--- config.mk ---
export PLATFORM = sky130hd
export DESIGN_NAME = modular_exponentiation_unit
export DESIGN_NICKNAME = d
export VERILOG_FILES = /design/src/design/mexp_pkg.sv /design/src/design/mexp_mulmod.sv /design/src/design/modular_exponentiation_unit.sv
export SDC_FILE = /design/constraint.sdc
export NUM_CORES = 1
export LEC_CHECK = 0
export BUFFER_PORTS_ARGS = -buffer_cell sky130_fd_sc_hd__clkbuf_2
export CORE_ASPECT_RATIO = 0.8
export CORE_MARGIN = 2
export CORE_UTILIZATION = 60
export CTS_BUF_LIST = sky130_fd_sc_hd__clkbuf_16
export CTS_CLUSTER_SIZE = 40
export DETAILED_ROUTE_END_ITERATION = 8
export PLACE_DENSITY = 0.91
export SYNTH_ARGS = -nofsm -noshare
export SYNTH_HDL_FRONTEND = slang
export SYNTH_SLANG_ARGS = --single-unit
--- constraint.sdc ---
create_clock -name clk_i -period 9.7 [get_ports clk_i]
set_input_delay 0.485 -clock clk_i [delete_from_list [all_inputs] [get_ports clk_i]]
set_output_delay 0.485 -clock clk_i [all_outputs]
set_load 0.005 [all_outputs]
--- src/design/mexp_pkg.sv ---
`timescale 1ns / 1ps
`default_nettype none
// ----------------------------------------------------------------------------
// Modular exponentiation package
// Shared types and constants for the modular exponentiation unit.
// ----------------------------------------------------------------------------
package mexp_pkg;

  // Width of every payload field and of the configuration data bus.
  localparam int DATA_BITS = 32;

  // Byte address width of the configuration port: two 32-bit registers.
  localparam int ADDR_BITS = 3;

  // Register indexes (word address, paddr[2]).
  localparam logic [0:0] REG_MODULUS   = 1'b0;
  localparam logic [0:0] REG_GENERATOR = 1'b1;

  // Reset values of the registers.
  localparam logic [DATA_BITS-1:0] MODULUS_RESET   = 32'd23;
  localparam logic [DATA_BITS-1:0] GENERATOR_RESET = 32'd5;

  // Operations of the shared modular arithmetic unit.
  typedef enum logic {
    OP_MUL,   // a * b mod m, with a and b below m
    OP_RED    // a mod m
  } mexp_op_e;

  // Command from the sequencer to the arithmetic unit.
  typedef struct packed {
    logic     start;
    mexp_op_e op;
  } mexp_cmd_t;

endpackage
`default_nettype wire

--- src/design/mexp_mulmod.sv ---
`timescale 1ns / 1ps
`default_nettype none
// ----------------------------------------------------------------------------
// Modular multiply and reduce unit
// Bit-serial a * b mod m (shift and add) or a mod m (shift and subtract),
// one bit per cycle.
// ----------------------------------------------------------------------------
module mexp_mulmod #(
  parameter int W = 32
) (
  input  wire                logic clk_i,
  input  wire                logic rst_ni,
  input  mexp_pkg::mexp_cmd_t      cmd_i,
  input  wire logic [W-1:0]        a_i,
  input  wire logic [W-1:0]        b_i,
  input  wire logic [W-1:0]        m_i,
  output logic                     done_o,
  output logic [W-1:0]             result_o
);

  localparam int CNT_BITS = $clog2(W + 1);

  // (a + b) mod m for a, b below m, without overflow.
  function automatic logic [W-1:0] add_mod(input logic [W-1:0] a,
                                           input logic [W-1:0] b,
                                           input logic [W-1:0] m);
    logic [W-1:0] room;
    room = m - b;
    if (a >= room) begin
      return a - room;
    end
    return a + b;
  endfunction

  logic                busy_q, busy_d;
  logic                done_q, done_d;
  logic [CNT_BITS-1:0] cnt_q, cnt_d;
  mexp_pkg::mexp_op_e  op_q, op_d;
  logic [W-1:0]        r_q, r_d;
  logic [W-1:0]        x_q, x_d;
  logic [W-1:0]        y_q, y_d;
  logic [W:0]          red_t;

  always_comb begin
    busy_d = busy_q;
    done_d = 1'b0;
    cnt_d  = cnt_q;
    op_d   = op_q;
    r_d    = r_q;
    x_d    = x_q;
    y_d    = y_q;
    red_t  = {r_q, x_q[W-1]};
    if (cmd_i.start) begin
      busy_d = 1'b1;
      cnt_d  = CNT_BITS'(W);
      op_d   = cmd_i.op;
      r_d    = '0;
      x_d    = a_i;
      y_d    = b_i;
    end else if (busy_q) begin
      unique case (op_q)
        mexp_pkg::OP_MUL: begin
          r_d = y_q[0] ? add_mod(r_q, x_q, m_i) : r_q;
          x_d = add_mod(x_q, x_q, m_i);
          y_d = y_q >> 1;
        end
        mexp_pkg::OP_RED: begin
          // The partial remainder stays below m, so one subtract suffices.
          r_d = (red_t >= {1'b0, m_i}) ? W'(red_t - {1'b0, m_i}) : W'(red_t);
          x_d = x_q << 1;
        end
        default: ;
      endcase
      cnt_d = cnt_q - CNT_BITS'(1);
      if (cnt_q == CNT_BITS'(1)) begin
        busy_d = 1'b0;
        done_d = 1'b1;
      end
    end
  end

  always_ff @(posedge clk_i or negedge rst_ni) begin
    if (!rst_ni) begin
      busy_q <= 1'b0;
      done_q <= 1'b0;
      cnt_q  <= '0;
      op_q   <= mexp_pkg::OP_MUL;
    end else begin
      busy_q <= busy_d;
      done_q <= done_d;
      cnt_q  <= cnt_d;
      op_q   <= op_d;
    end
  end

  always_ff @(posedge clk_i) begin
    r_q <= r_d;
    x_q <= x_d;
    y_q <= y_d;
  end

  assign done_o   = done_q;
  assign result_o = r_q;

`ifndef SYNTHESIS
  // A new command never arrives while an operation is in flight.
  a_no_start_busy : assert property (@(posedge clk_i) disable iff (!rst_ni)
    cmd_i.start |-> !busy_q)
    else $error("mulmod started while busy");
`endif

endmodule
`default_nettype wire

--- src/design/modular_exponentiation_unit.sv ---
`timescale 1ns / 1ps
`default_nettype none
// ----------------------------------------------------------------------------
// Modular exponentiation unit
// Computes base^exponent mod modulus by left-to-right square and multiply,
// with every product reduced by a shared bit-serial modular multiplier.
// ----------------------------------------------------------------------------
//
//  Channel   Direction  Handshake               Payload
//  -------   ---------  ---------------------   ------------------------------
//  in        slave      in_valid_i/in_ready_o   kind_i, exponent_i, base_value_i
//  out       master     out_valid_o/out_ready_i power_mod_o
//  config    APB slave  psel/penable/pready     paddr, pwrite, pwdata, prdata
//
// A request first has its base reduced mod the modulus, then each of the W
// exponent bits costs one modular square and, for a set bit, one modular
// multiply, each on the single shared multiplier. A request takes longer the
// more exponent bits are set; a modulus below two skips the multiplier and
// gives result 0. in_ready_o is high only while the sequencer is idle. A
// finished result waits in the output register while the next request is
// accepted; the sequencer stalls only if a second result is ready before the
// first one was taken. Reset restores modulus 23 and generator 5 and returns
// the sequencer to idle; there is no clearing pass.
//
module modular_exponentiation_unit #(
  parameter int WORD_BITS = 32
) (
  input  wire logic                                clk_i,
  input  wire logic                                rst_ni,
  // Request channel
  input  wire logic                                in_valid_i,
  output logic                                     in_ready_o,
  input  wire logic                                kind_i,
  input  wire logic [mexp_pkg::DATA_BITS-1:0]      exponent_i,
  input  wire logic [mexp_pkg::DATA_BITS-1:0]      base_value_i,
  // Result channel
  output logic                                     out_valid_o,
  input  wire logic                                out_ready_i,
  output logic [mexp_pkg::DATA_BITS-1:0]           power_mod_o,
  // Configuration port
  input  wire logic                                psel,
  input  wire logic                                penable,
  input  wire logic                                pwrite,
  input  wire logic [mexp_pkg::ADDR_BITS-1:0]      paddr,
  input  wire logic [mexp_pkg::DATA_BITS-1:0]      pwdata,
  output logic [mexp_pkg::DATA_BITS-1:0]           prdata,
  output logic                                     pready
);

  // Working width: all values are taken modulo 2^W, and never beyond 32 bits.
  localparam int W        = (WORD_BITS < mexp_pkg::DATA_BITS) ? WORD_BITS
                                                              : mexp_pkg::DATA_BITS;
  localparam int IDX_BITS = $clog2(W);

  typedef enum logic [2:0] {
    S_IDLE,   // waiting for a request
    S_RED,    // reducing the base mod the modulus
    S_SQR,    // squaring the accumulator
    S_MUL,    // multiplying the accumulator by the base
    S_OUT     // handing the result to the output register
  } state_e;

  state_e              state_q, state_d;
  logic [W-1:0]        modulus_q, modulus_d;
  logic [W-1:0]        generator_q, generator_d;
  logic [W-1:0]        exp_q, exp_d;
  logic [W-1:0]        base_q, base_d;
  logic [W-1:0]        acc_q, acc_d;
  logic [W-1:0]        opa_q, opa_d;
  logic [W-1:0]        opb_q, opb_d;
  logic [IDX_BITS-1:0] idx_q, idx_d;
  mexp_pkg::mexp_cmd_t cmd_q, cmd_d;
  logic                out_valid_q, out_valid_d;
  logic [W-1:0]        power_mod_q, power_mod_d;

  logic                cfg_write;
  logic                unit_done;
  logic [W-1:0]        unit_result;
  logic                advance;
  logic [W-1:0]        advance_acc;

  mexp_mulmod #(
    .W (W)
  ) u_mulmod (
    .clk_i    (clk_i),
    .rst_ni   (rst_ni),
    .cmd_i    (cmd_q),
    .a_i      (opa_q),
    .b_i      (opb_q),
    .m_i      (modulus_q),
    .done_o   (unit_done),
    .result_o (unit_result)
  );

  assign cfg_write = psel && penable && pwrite;

  always_comb begin
    state_d     = state_q;
    modulus_d   = modulus_q;
    generator_d = generator_q;
    exp_d       = exp_q;
    base_d      = base_q;
    acc_d       = acc_q;
    opa_d       = opa_q;
    opb_d       = opb_q;
    idx_d       = idx_q;
    cmd_d       = '{start: 1'b0, op: mexp_pkg::OP_MUL};
    out_valid_d = out_valid_q;
    power_mod_d = power_mod_q;
    advance     = 1'b0;
    advance_acc = unit_result;

    // The user must issue configuration writes only while the sequencer is idle; the block does not enforce it.
    if (cfg_write) begin
      unique case (paddr[mexp_pkg::ADDR_BITS-1:2])
        mexp_pkg::REG_MODULUS:   modulus_d   = W'(pwdata);
        mexp_pkg::REG_GENERATOR: generator_d = W'(pwdata);
        default: ;
      endcase
    end

    if (out_valid_q && out_ready_i) begin
      out_valid_d = 1'b0;
    end

    unique case (state_q)
      S_IDLE: begin
        if (in_valid_i) begin
          exp_d  = W'(exponent_i);
          base_d = kind_i ? W'(base_value_i) : generator_q;
          if (modulus_q < W'(2)) begin
            // A modulus of zero or one yields a zero result.
            acc_d   = '0;
            state_d = S_OUT;
          end else begin
            opa_d   = base_d;
            cmd_d   = '{start: 1'b1, op: mexp_pkg::OP_RED};
            state_d = S_RED;
          end
        end
      end
      S_RED: begin
        if (unit_done) begin
          // Start from 1 and square it on the way in; 1 * 1 stays 1.
          base_d  = unit_result;
          acc_d   = W'(1);
          opa_d   = W'(1);
          opb_d   = W'(1);
          idx_d   = IDX_BITS'(W - 1);
          cmd_d   = '{start: 1'b1, op: mexp_pkg::OP_MUL};
          state_d = S_SQR;
        end
      end
      S_SQR: begin
        if (unit_done) begin
          acc_d = unit_result;
          if (exp_q[W-1]) begin
            opa_d   = unit_result;
            opb_d   = base_q;
            cmd_d   = '{start: 1'b1, op: mexp_pkg::OP_MUL};
            state_d = S_MUL;
          end else begin
            advance = 1'b1;
          end
        end
      end
      S_MUL: begin
        if (unit_done) begin
          acc_d   = unit_result;
          advance = 1'b1;
        end
      end
      S_OUT: begin
        if (!out_valid_q || out_ready_i) begin
          out_valid_d = 1'b1;
          power_mod_d = acc_q;
          state_d     = S_IDLE;
        end
      end
      default: state_d = S_IDLE;
    endcase

    // Move on to the next exponent bit, or finish after the last one.
    if (advance) begin
      if (idx_q == '0) begin
        state_d = S_OUT;
      end else begin
        idx_d   = idx_q - IDX_BITS'(1);
        exp_d   = exp_q << 1;
        opa_d   = advance_acc;
        opb_d   = advance_acc;
        cmd_d   = '{start: 1'b1, op: mexp_pkg::OP_MUL};
        state_d = S_SQR;
      end
    end
  end

  always_ff @(posedge clk_i or negedge rst_ni) begin
    if (!rst_ni) begin
      state_q     <= S_IDLE;
      modulus_q   <= W'(mexp_pkg::MODULUS_RESET);
      generator_q <= W'(mexp_pkg::GENERATOR_RESET);
      idx_q       <= '0;
      cmd_q       <= '{start: 1'b0, op: mexp_pkg::OP_MUL};
      out_valid_q <= 1'b0;
    end else begin
      state_q     <= state_d;
      modulus_q   <= modulus_d;
      generator_q <= generator_d;
      idx_q       <= idx_d;
      cmd_q       <= cmd_d;
      out_valid_q <= out_valid_d;
    end
  end

  always_ff @(posedge clk_i) begin
    exp_q       <= exp_d;
    base_q      <= base_d;
    acc_q       <= acc_d;
    opa_q       <= opa_d;
    opb_q       <= opb_d;
    power_mod_q <= power_mod_d;
  end

  assign in_ready_o  = (state_q == S_IDLE);
  assign out_valid_o = out_valid_q;
  assign power_mod_o = mexp_pkg::DATA_BITS'(power_mod_q);
  assign pready      = 1'b1;
  assign prdata      = (paddr[mexp_pkg::ADDR_BITS-1:2] == mexp_pkg::REG_GENERATOR)
                       ? mexp_pkg::DATA_BITS'(generator_q)
                       : mexp_pkg::DATA_BITS'(modulus_q);

`ifndef SYNTHESIS
  // The multiplier only reports completion while the sequencer waits for it.
  a_done_in_compute : assert property (@(posedge clk_i) disable iff (!rst_ni)
    unit_done |-> (state_q == S_RED || state_q == S_SQR || state_q == S_MUL))
    else $error("multiplier done outside a compute state");

  // An accepted request closes the input until its result is handed over.
  a_busy_after_accept : assert property (@(posedge clk_i) disable iff (!rst_ni)
    (in_valid_i && in_ready_o) |=> !in_ready_o)
    else $error("request accepted while the previous one is in flight");

  // Every result with a valid modulus is fully reduced.
  a_result_reduced : assert property (@(posedge clk_i) disable iff (!rst_ni)
    (state_q == S_OUT && (!out_valid_q || out_ready_i) && modulus_q >= W'(2))
    |=> (power_mod_q < modulus_q))
    else $error("result not reduced below the modulus");
`endif

endmodule
`default_nettype wire

**After elaboration in Yosys (flattened, before gate mapping)**

Cells that the tools add are included.

- Bits in registers: 372
- Word-level logic and storage cells: 154

- $add $sub $neg: 8
- Magnitude comparators: 4
- Eq/ne operators: 17
- Reductions and logical operators: 19
- Bitwise operators: 2
- Muxes and demuxes: 84

Operator list:

| cell | number |
|---|---|
| $mux W32 | 34 |
| $pmux W32 S2 | 4 |
| $pmux W32 S3 | 2 |
| $sub A32 B32 Y32 | 4 |
| $add A32 B32 Y32 | 2 |
| $ge A32 B32 Y1 | 2 |
| $ge A33 B32 Y1 | 1 |
| $lt A32 B2 Y1 const B | 1 |
| $mux W3 | 8 |
| $mux W1 | 20 |
| $mux W5 | 4 |
| $pmux W3 S5 | 1 |
| $mux W2 | 7 |
| $mux W6 | 2 |
| $reduce_and A2 Y1 | 5 |
| $ne A3 B2 Y1 const B | 3 |
| $ne A2 B1 Y1 const B | 4 |
| $eq A3 B2 Y1 const B | 2 |
| $eq A6 B1 Y1 const B | 1 |
| $ne A2 B2 Y1 const B | 3 |
| $ne A3 B3 Y1 const B | 2 |
| $pmux W2 S3 | 1 |
| $reduce_and A6 Y1 | 1 |
| $sub A6 B1 Y6 const B | 1 |
| other kinds (15) | 19 |

**Depth between registers and ports, before layout**

Gate-level depths: netlist (run 1).

- Depth in word-level cells: 10
- Gate-level depth with buffers: 30
- Mapped depth without buffers: 27

**Hierarchy**

A second synthesis (run 1) with hierarchy kept.

- Cells, all modules: 2588
- Area, all modules: 24589.8 um^2

Modules (own cells, without submodules):

| module | cells each | times used | sequential area each (um^2) | area an instance (um^2) |
|---|---|---|---|---|
| mexp_mulmod | 1670 | 1 | 2787.7 | 13563.0 |
| modular_exponentiation_unit | 918 | 1 | 6688.9 | 11026.8 |

**Least setup slack after synthesis (run 1)**

Ideal clock, no wire load.

- Kind: register to register
- Start point: register u_mulmod.x_q[0]
- End point: register u_mulmod.x_q[31] (data pin)
- Setup slack: 4.074 ns
- Data required time: 9.441 ns
- Period minus slack after synthesis: 5.626 ns
- Arrival time: 5.367 ns
- Stages on the path, launching flop included: 27
- Path buffers: 2
- Cell sequence: edfxtp_1 > ha_1 > inv_1 > fa_1 > a211oi_1 > o21ai_1 > o211a_1 > o21ai_1 > a31o_2 > a21oi_1 > o31a_1 > o21a_1 > o21ai_0 > nand2b_1 > a21o_1 > a21o_1 > a221oi_1 > xor2_1 > ha_1 > nand3_1 > or3_1 > o31a_1 > clkbuf_1 > buf_2 > nor2_1 > o311ai_0 > o31a_1

- Word-level cells in the longest chain between the ends: 10

RTL lines:

| element | RTL line | RTL |
|---|---|---|
| start: declaration | mexp_mulmod.sv:40 | `logic [W-1:0] x_q, x_d;` |
| start signal: assignment | mexp_mulmod.sv:98 | `x_q <= x_d;` |
| $sub A32 B32 Y32 | mexp_mulmod.sv:28 | `room = m - b;` |
| $ge A32 B32 Y1 | mexp_mulmod.sv:29 | `if (a >= room) begin` |
| $mux W1 | mexp_mulmod.sv:29 |  |
| $mux W1 | mexp_mulmod.sv:61 | `unique case (op_q)` |
| $mux W1 | mexp_mulmod.sv:60 | `end else if (busy_q) begin` |
| $mux W1 | mexp_mulmod.sv:53 | `if (cmd_i.start) begin` |
| $mux W32 * | mexp_mulmod.sv:32 | `return a + b;` |
| $pmux W32 S2 * | mexp_mulmod.sv:61 |  |
| $mux W32 * | mexp_mulmod.sv:60 |  |
| $mux W32 * | mexp_mulmod.sv:53 |  |
| net u_mulmod.x_d[31] | mexp_mulmod.sv:40 |  |

The timed path passes the listed nets; every way through them passes the cells marked *. The select of a mux whose other input is x is not followed.
A chain may end at the register's enable or synchronous reset.

**Final worst setup path (run 1)**

Same ends and word-level chain as after synthesis.

==> results of run 1 <==
area by class of cell:
| type | count | area [um^2] | share of cell area, % |
|---|---|---|---|
| tap | 536 | 671 | 2.51 |
| multi-input combinational | 1993 | 13800 | 51.5 |
| timing repair buffer | 197 | 1060 | 3.97 |
| inverter | 136 | 510 | 1.91 |
| clock buffer | 40 | 1000 | 3.75 |
| clock inverter | 30 | 209 | 0.783 |
| antenna | 2 | 5.00 | 0.0188 |
| sequential | 372 | 9480 | 35.5 |
worst paths after layout:
kind | cells past startpoint | to | slack [ns]
worst min-delay path | 2 | generator_q[6] | 0.19
worst max-delay path | 25 | u_mulmod.x_q[31] | 2.82
worst min register to register | 0 | power_mod_o[30] | 0.41
min in group asynchronous | 2 | modulus_q[10] | 0.38
max in group asynchronous | 3 | cmd_q[1] | 8.06
worst max register to register | 25 | u_mulmod.x_q[31] | 2.82
timing repair:
action                                 4_1_cts  5_1_grt
gates resized for setup                      0        0
hold buffers                                 1        0
endpoints found under the hold margin       16        0
cells in the final DEF, fill, tap and decap left out, types with 44 or more instances in the layout:
| cell | netlist | layout |
|---|---|---|
| a21oi_1 | 229 | 228 |
| mux2_2 | 116 | 116 |
| inv_1 | 135 | 142 |
| nand2_1 | 253 | 253 |
| dfrtp_1 | 78 | 77 |
| o21ai_0 | 209 | 209 |
| mux2i_1 | 90 | 90 |
| ha_1 | 152 | 152 |
| xnor2_1 | 84 | 84 |
| clkbuf_2 | 1 | 169 |
| xor2_1 | 45 | 45 |
| edfxtp_1 | 160 | 160 |
| and2_1 | 45 | 44 |
| dfxtp_1 | 128 | 128 |
| nor2_1 | 176 | 174 |
| a21o_1 | 68 | 68 |
per-stage QoR:
step / hold WS (ns) / setup WS (ns) / util (%) / instance area, um^2 / std cells
after floorplan: 0.189 / 4.07 / - / 24200 / 2630
after global placement: 0.387 / 3.05 / 64.3 / 25500 / 3233
after detailed placement: 0.396 / 3.03 / 64.3 / 25500 / 3233
after CTS: 0.171 / 2.97 / 67.4 / 26700 / 3304
after global routing: 0.180 / 2.52 / 67.4 / 26700 / 3305
final: 0.185 / 2.82 / 67.4 / 26700 / 3306
metal layers:
metal	track usage (%)	part of all wire, %	wire length, um	vias up
met5	0	0.016	13	-
li1	-	-	-	9789
met3	10.5	14	11700	198
met1	53.8	40	32800	10500
met4	11.4	3.2	2560	2
met2	55.7	42	33900	1546
cells by family (layout without fill, tap and decap cells):
| logic type | Yosys count | after routing | share of synthesized area (%) |
|---|---|---|---|
| AO/OA/AOI/OAI | 796 | 796 | 20.7 |
| XOR/XNOR | 131 | 131 | 4.86 |
| adder cells (fa/ha/maj) | 161 | 161 | 8.45 |
| buffers and inverters | 265 | 403 | 4.23 |
| flip-flops | 372 | 372 | 39.2 |
| multiplexers | 206 | 206 | 9.12 |
| other | 1 | 3 | 0.0155 |
| AND/OR/NAND/NOR | 698 | 698 | 13.5 |
==> results.py, run 1 <==
metrics = {
    "status": {
        "status": "complete, no violations",
    },
    "global_route": {
        "grt_usage_pct": 37.7,
        "grt_max_degree": 120,
        "overflow": 0,
        "grt_pass1_vias": 20700,
        "grt_antenna_before_repair": 5,
        "grt_pass1_wl_um": 122000,
    },
    "floorplanning": {
        "ios": 174,
        "die_y_um": 184,
        "die-area_um2": 41900,
        "die_w_um": 228,
        "core.rowCount": 65,
        "initial_core_util_pct": 61.1,
        "coreArea_um2": 39600,
    },
    "sta": {
        "grt_setup_unrepaired": "false",
        "finalCritPeriodShare_pct": 70.9,
        "max_freq_ghz": 0.145,
        "fin_crit_ns": 6.88,
        "worst-slew-pin-transition_ns": 1.23,
        "maxSlewHeadroom_pct": 18.0,
        "tns_ns": 0,
        "slew_viol_final": 0,
        "hold_viol": 0,
        "setup_violations": 0,
        "finClkSkew_ns": 0.0171,
    },
    "yosys": {
        "yosys-top-cells-count": "253 x nand2_1, 229 x a21oi_1, 209 x o21ai_0",
        "synth_cells": 2630,
        "synth_top_cells_by_area": "edfxtp_1 20%, dfxtp_1 11%, dfrtp_1 8.1%",
        "synth_top_area_share_pct": 19.9,
        "synth-edff-count": 160,
        "ys_warn_count": 0,
        "yosysMostFrequentCell": "nand2_1",
        "yosys_most_used_dff": "edfxtp_1",
        "ys_seq_area_share_pct": 39.2,
        "syn_avg_cell_area_um2": 9.20,
        "synth_top_cell_by_area": "edfxtp_1",
        "synthesis.area_um2": 24200,
        "syn_nets": 2894,
        "yosysUniqueCellTypes": 90,
        "yosys_register_bits": 372,
        "async_flop_share_pct": 22.6,
    },
    "worst_setup_path": {
        "crit_path_start_kind": "register",
        "crit_buf_inv": 2,
        "worstReg2RegStart": "u_mulmod.x_q[0]",
        "crit_type": "register to register",
        "slowest_delay_ns": 0.47,
        "startpoint": "u_mulmod.x_q[0]",
        "worstPathRequired_ns": 9.99,
        "worst-path-max-fanout": 61,
        "critical-path-slowest-cell": "edfxtp_1",
        "end_kind": "register",
        "cp_top_family": "compound AO/OA/AOI/OAI gates",
        "arrival_ns": 7.18,
    },
    "cts": {
        "clkLatencyLatePin_ns": 0.55,
        "cts_max_level": 2,
        "cts_tree": "built",
        "cts_root_buf": "clkbuf_16",
        "cts_setup_buffers": 0,
        "clock_path_buffers": 3,
        "cts_inserted_buffers": 38,
        "clock_sinks": 372,
        "clkTransAtPathRegs_ns": 0.06,
    },
    "min_path": {
        "min-delay-path-class": "input pin to register",
        "hp-start": "pwdata[6]",
    },
    "place": {
        "dp_hpwl_um": 59100,
        "io_buffers": 170,
        "routabilityCongestion": 0.957,
    },
    "finish": {
        "synthToLayoutAreaGrowth_pct": 10.3,
        "nFillCells": 2980,
        "nets": 3002,
        "drive_gt1_share_pct": 14.6,
    },
    "routing": {
        "drt_iter0_drc": 3191,
        "drc": 0,
        "totalWireLength_um": 80900,
        "ant_nets": 0,
        "wl_per_cell_um": 24.5,
        "via_count": 22100,
        "first_pass_iters": 6,
        "avgViaCountPerCell": 6.67,
    },
    "run": {
        "cap_violations": 0,
    },
}
Power of run 1 is left out: the tool's default activity adds up to more than one toggle a clock period on the data nets, which glitch-free logic cannot reach.
==> run 2: changes to the inputs <==
--- a/config.mk
+++ b/config.mk
@@ -8,11 +8,11 @@
 export BUFFER_PORTS_ARGS = -buffer_cell sky130_fd_sc_hd__clkbuf_2
 export CORE_ASPECT_RATIO = 0.8
 export CORE_MARGIN = 2
-export CORE_UTILIZATION = 60
+export CORE_UTILIZATION = 56
 export CTS_BUF_LIST = sky130_fd_sc_hd__clkbuf_16
 export CTS_CLUSTER_SIZE = 40
 export DETAILED_ROUTE_END_ITERATION = 8
-export PLACE_DENSITY = 0.91
+export PLACE_DENSITY = 0.9
 export SYNTH_ARGS = -nofsm -noshare
 export SYNTH_HDL_FRONTEND = slang
 export SYNTH_SLANG_ARGS = --single-unit
==> constraint.sdc (replaced) <==
create_clock -name clk_i -period 5.8 [get_ports clk_i]
set_input_delay 0.29 -clock clk_i [delete_from_list [all_inputs] [get_ports clk_i]]
set_output_delay 0.29 -clock clk_i [all_outputs]
set_load 0.005 [all_outputs]
==> run 2 against run 1 <==
  * Maximum frequency increased by 16%
  * Largest cell class unchanged
  * The run now ends with setup timing left
  * Utilization increased by 0.16 points
  * Clock skew up 0.0051 ns
  * Highest routed layer unchanged
  * Critical path type unchanged
  * Worst hold slack lost 0.18 ns
  * Via count is 4.8% higher
  * Critical path depth grew 2
  * Sequential share of layout area is 2.8 points lower
==> results.py, run 2 (synthesis gave the netlist of run 1 again) <==
metrics = {
    "status": {
        "status": "complete, but fails checks",
        "violations": "setup timing",
    },
    "worst_setup_path": {
        "crit_type": "register to register",
        "cp_top_family": "compound AO/OA/AOI/OAI gates",
        "slowest_delay_ns": 0.41,
        "r2r_cells": 27,
        "end_kind": "register",
        "crit_path_start_kind": "register",
        "critical-path-slowest-cell": "fa_2",
        "worstReg2RegStart": "modulus_q[0]",
        "worst-path-max-fanout": 6,
        "r2r_end": "u_mulmod.x_q[23]",
        "crit_buf_inv": 4,
        "ff2ff_setup_slack_ns": -0.15,
        "worstPathRequired_ns": 6.14,
        "arrival_ns": 6.29,
    },
    "sta": {
        "max_freq_ghz": 0.168,
        "slew_viol_final": 0,
        "hold_viol": 0,
        "finalCritPeriodShare_pct": 103,
        "finClkSkew_ns": 0.0223,
        "tns_ns": -2.83,
        "maxSlewHeadroom_pct": 17.4,
        "worst-slew-pin-transition_ns": 1.24,
        "setup_slack_ns": -0.150,
        "grt_setup_unrepaired": "true",
        "setup_violations": 31,
        "fin_crit_ns": 5.95,
    },
    "cts": {
        "cts_root_buf": "clkbuf_16",
        "clock_path_buffers": 3,
        "cts_tree": "built",
        "clkLatencyLatePin_ns": 0.58,
        "clock_sinks": 372,
        "clkTransAtPathRegs_ns": 0.07,
        "cts_max_level": 2,
        "cts_inserted_buffers": 40,
    },
    "finish": {
        "instances_no_fill": 3497,
        "multi_input_area_um2": 14400,
        "ff_latch_area_um2": 9480,
        "most-common-layout-cells": "247 x nand2_1, 217 x a21oi_1, 201 x o21ai_0",
        "nFillCells": 3145,
        "nets": 3168,
        "synthToLayoutAreaGrowth_pct": 19.7,
        "drive_gt1_share_pct": 21.9,
        "layout_commonest_cell": "nand2_1",
    },
    "place": {
        "placedCellCount": 3361,
        "dp_hpwl_um": 61200,
        "io_buffers": 170,
        "routabilityCongestion": 0.992,
    },
    "floorplanning": {
        "ios": 174,
        "core.rowCount": 68,
        "die_w_um": 236,
        "die_y_um": 190,
        "die-area_um2": 44900,
        "coreArea_um2": 42900,
        "initial_core_util_pct": 56.4,
    },
    "global_route": {
        "grt_pass1_vias": 21300,
        "grt_pass1_wl_um": 126000,
        "grt_usage_pct": 36.4,
        "grt_antenna_before_repair": 3,
        "grt_max_degree": 96,
        "overflow": 0,
    },
    "min_path": {
        "min-delay-path-class": "input pin to register",
        "min_to": "exp_q[6]",
        "hold_path_depth": 3,
        "hp-start": "exponent_i[6]",
    },
    "routing": {
        "drc": 0,
        "via_count": 23100,
        "ant_nets": 0,
        "drt_iter0_drc": 3587,
        "wl_per_cell_um": 24.8,
        "first_pass_iters": 7,
        "totalWireLength_um": 86700,
        "avgViaCountPerCell": 6.61,
    },
    "run": {
        "cap_violations": 0,
    },
}
==> run 2: cell count changes in the layout (fill, tap and decap cells not counted), sizes merged <==
cell / change
buf: +130
clkbuf: +7
clkinv: +2
clkinvlp: +1
diode: -1
dlygate4sd3: +28
==> run 2: layer usage <==
layer	wire length, um	share of wire [%]	GRT usage [%]
met5	24	0.028	0
met4	3530	4.1	12.4
met3	11900	14	10.4
met2	36700	42	54.5
met1	34600	40	50.7
==> run 2: final cells by class <==
type,count,share of cell area (%)
Multi-Input combinational cell,1993,49.6
Sequential cell,372,32.7
Timing Repair Buffer,361,9.03
Clock buffer,41,3.54
Tap cell,560,2.42
Inverter,136,1.76
Clock inverter,33,0.907
Antenna cell,1,0.00864
==> run 2: worst register-to-register path: stages (launching register included) <==
cell and delay [ns]:
dfstp_2 0.38, inv_2 0.07, ha_4 0.15, inv_2 0.04, fa_2 0.41, a211oi_2 0.29, o21ai_2 0.15, o211a_1 0.28
o21ai_2 0.20, a31o_2 0.21, a21oi_2 0.07, o31a_1 0.25, o21a_1 0.19, o21ai_1 0.15, nand2b_1 0.10, a21o_1 0.17
a21o_1 0.18, a221oi_2 0.26, xor2_1 0.27, ha_1 0.23, nand3_2 0.09, or3_4 0.40, o31a_4 0.37, buf_12 0.16
buf_16 0.15, a31oi_2 0.14, a21oi_1 0.07, mux2_2 0.27
==> run 2: worst max path at each step <==
stage | end | slack, ns | depth (start not counted) | startpoint
after floorplan | u_mulmod.x_q[31] | 0.17 | 26 | u_mulmod.x_q[0]
after global placement | u_mulmod.x_q[19] | -0.13 | 26 | modulus_q[0]
after detailed placement | u_mulmod.x_q[1] | -0.28 | 29 | modulus_q[0]
after CTS | u_mulmod.x_q[19] | -0.002 | 26 | modulus_q[0]
after global routing | u_mulmod.x_q[23] | -0.31 | 25 | modulus_q[17]
final | u_mulmod.x_q[23] | -0.15 | 27 | modulus_q[0]
==> run 2: per-stage QoR <==
stage,cell area (um^2),utilization [%],setup slack [ns],hold slack (ns)
CTS,28000,65.4,-0.00207,0.00325
global placement,26300,61.3,-0.125,0.230
finish,29000,67.5,-0.150,0.00988
floorplan,24200,-,0.174,-0.00559
global route,29000,67.5,-0.310,0.0317
detailed placement,26300,61.3,-0.277,0.245
==> run 2: what timing repair did <==
item                                   in CTS  in global routing
buffers inserted                            4                 22
resized for setup                          25                135
hold buffers                               29                  0
endpoints found under the hold margin      75                  0
setup endpoints to repair                  61                 63
gates cloned                                1                  8
pin swaps                                   5                 59
Power of run 2 is left out for the same reason.
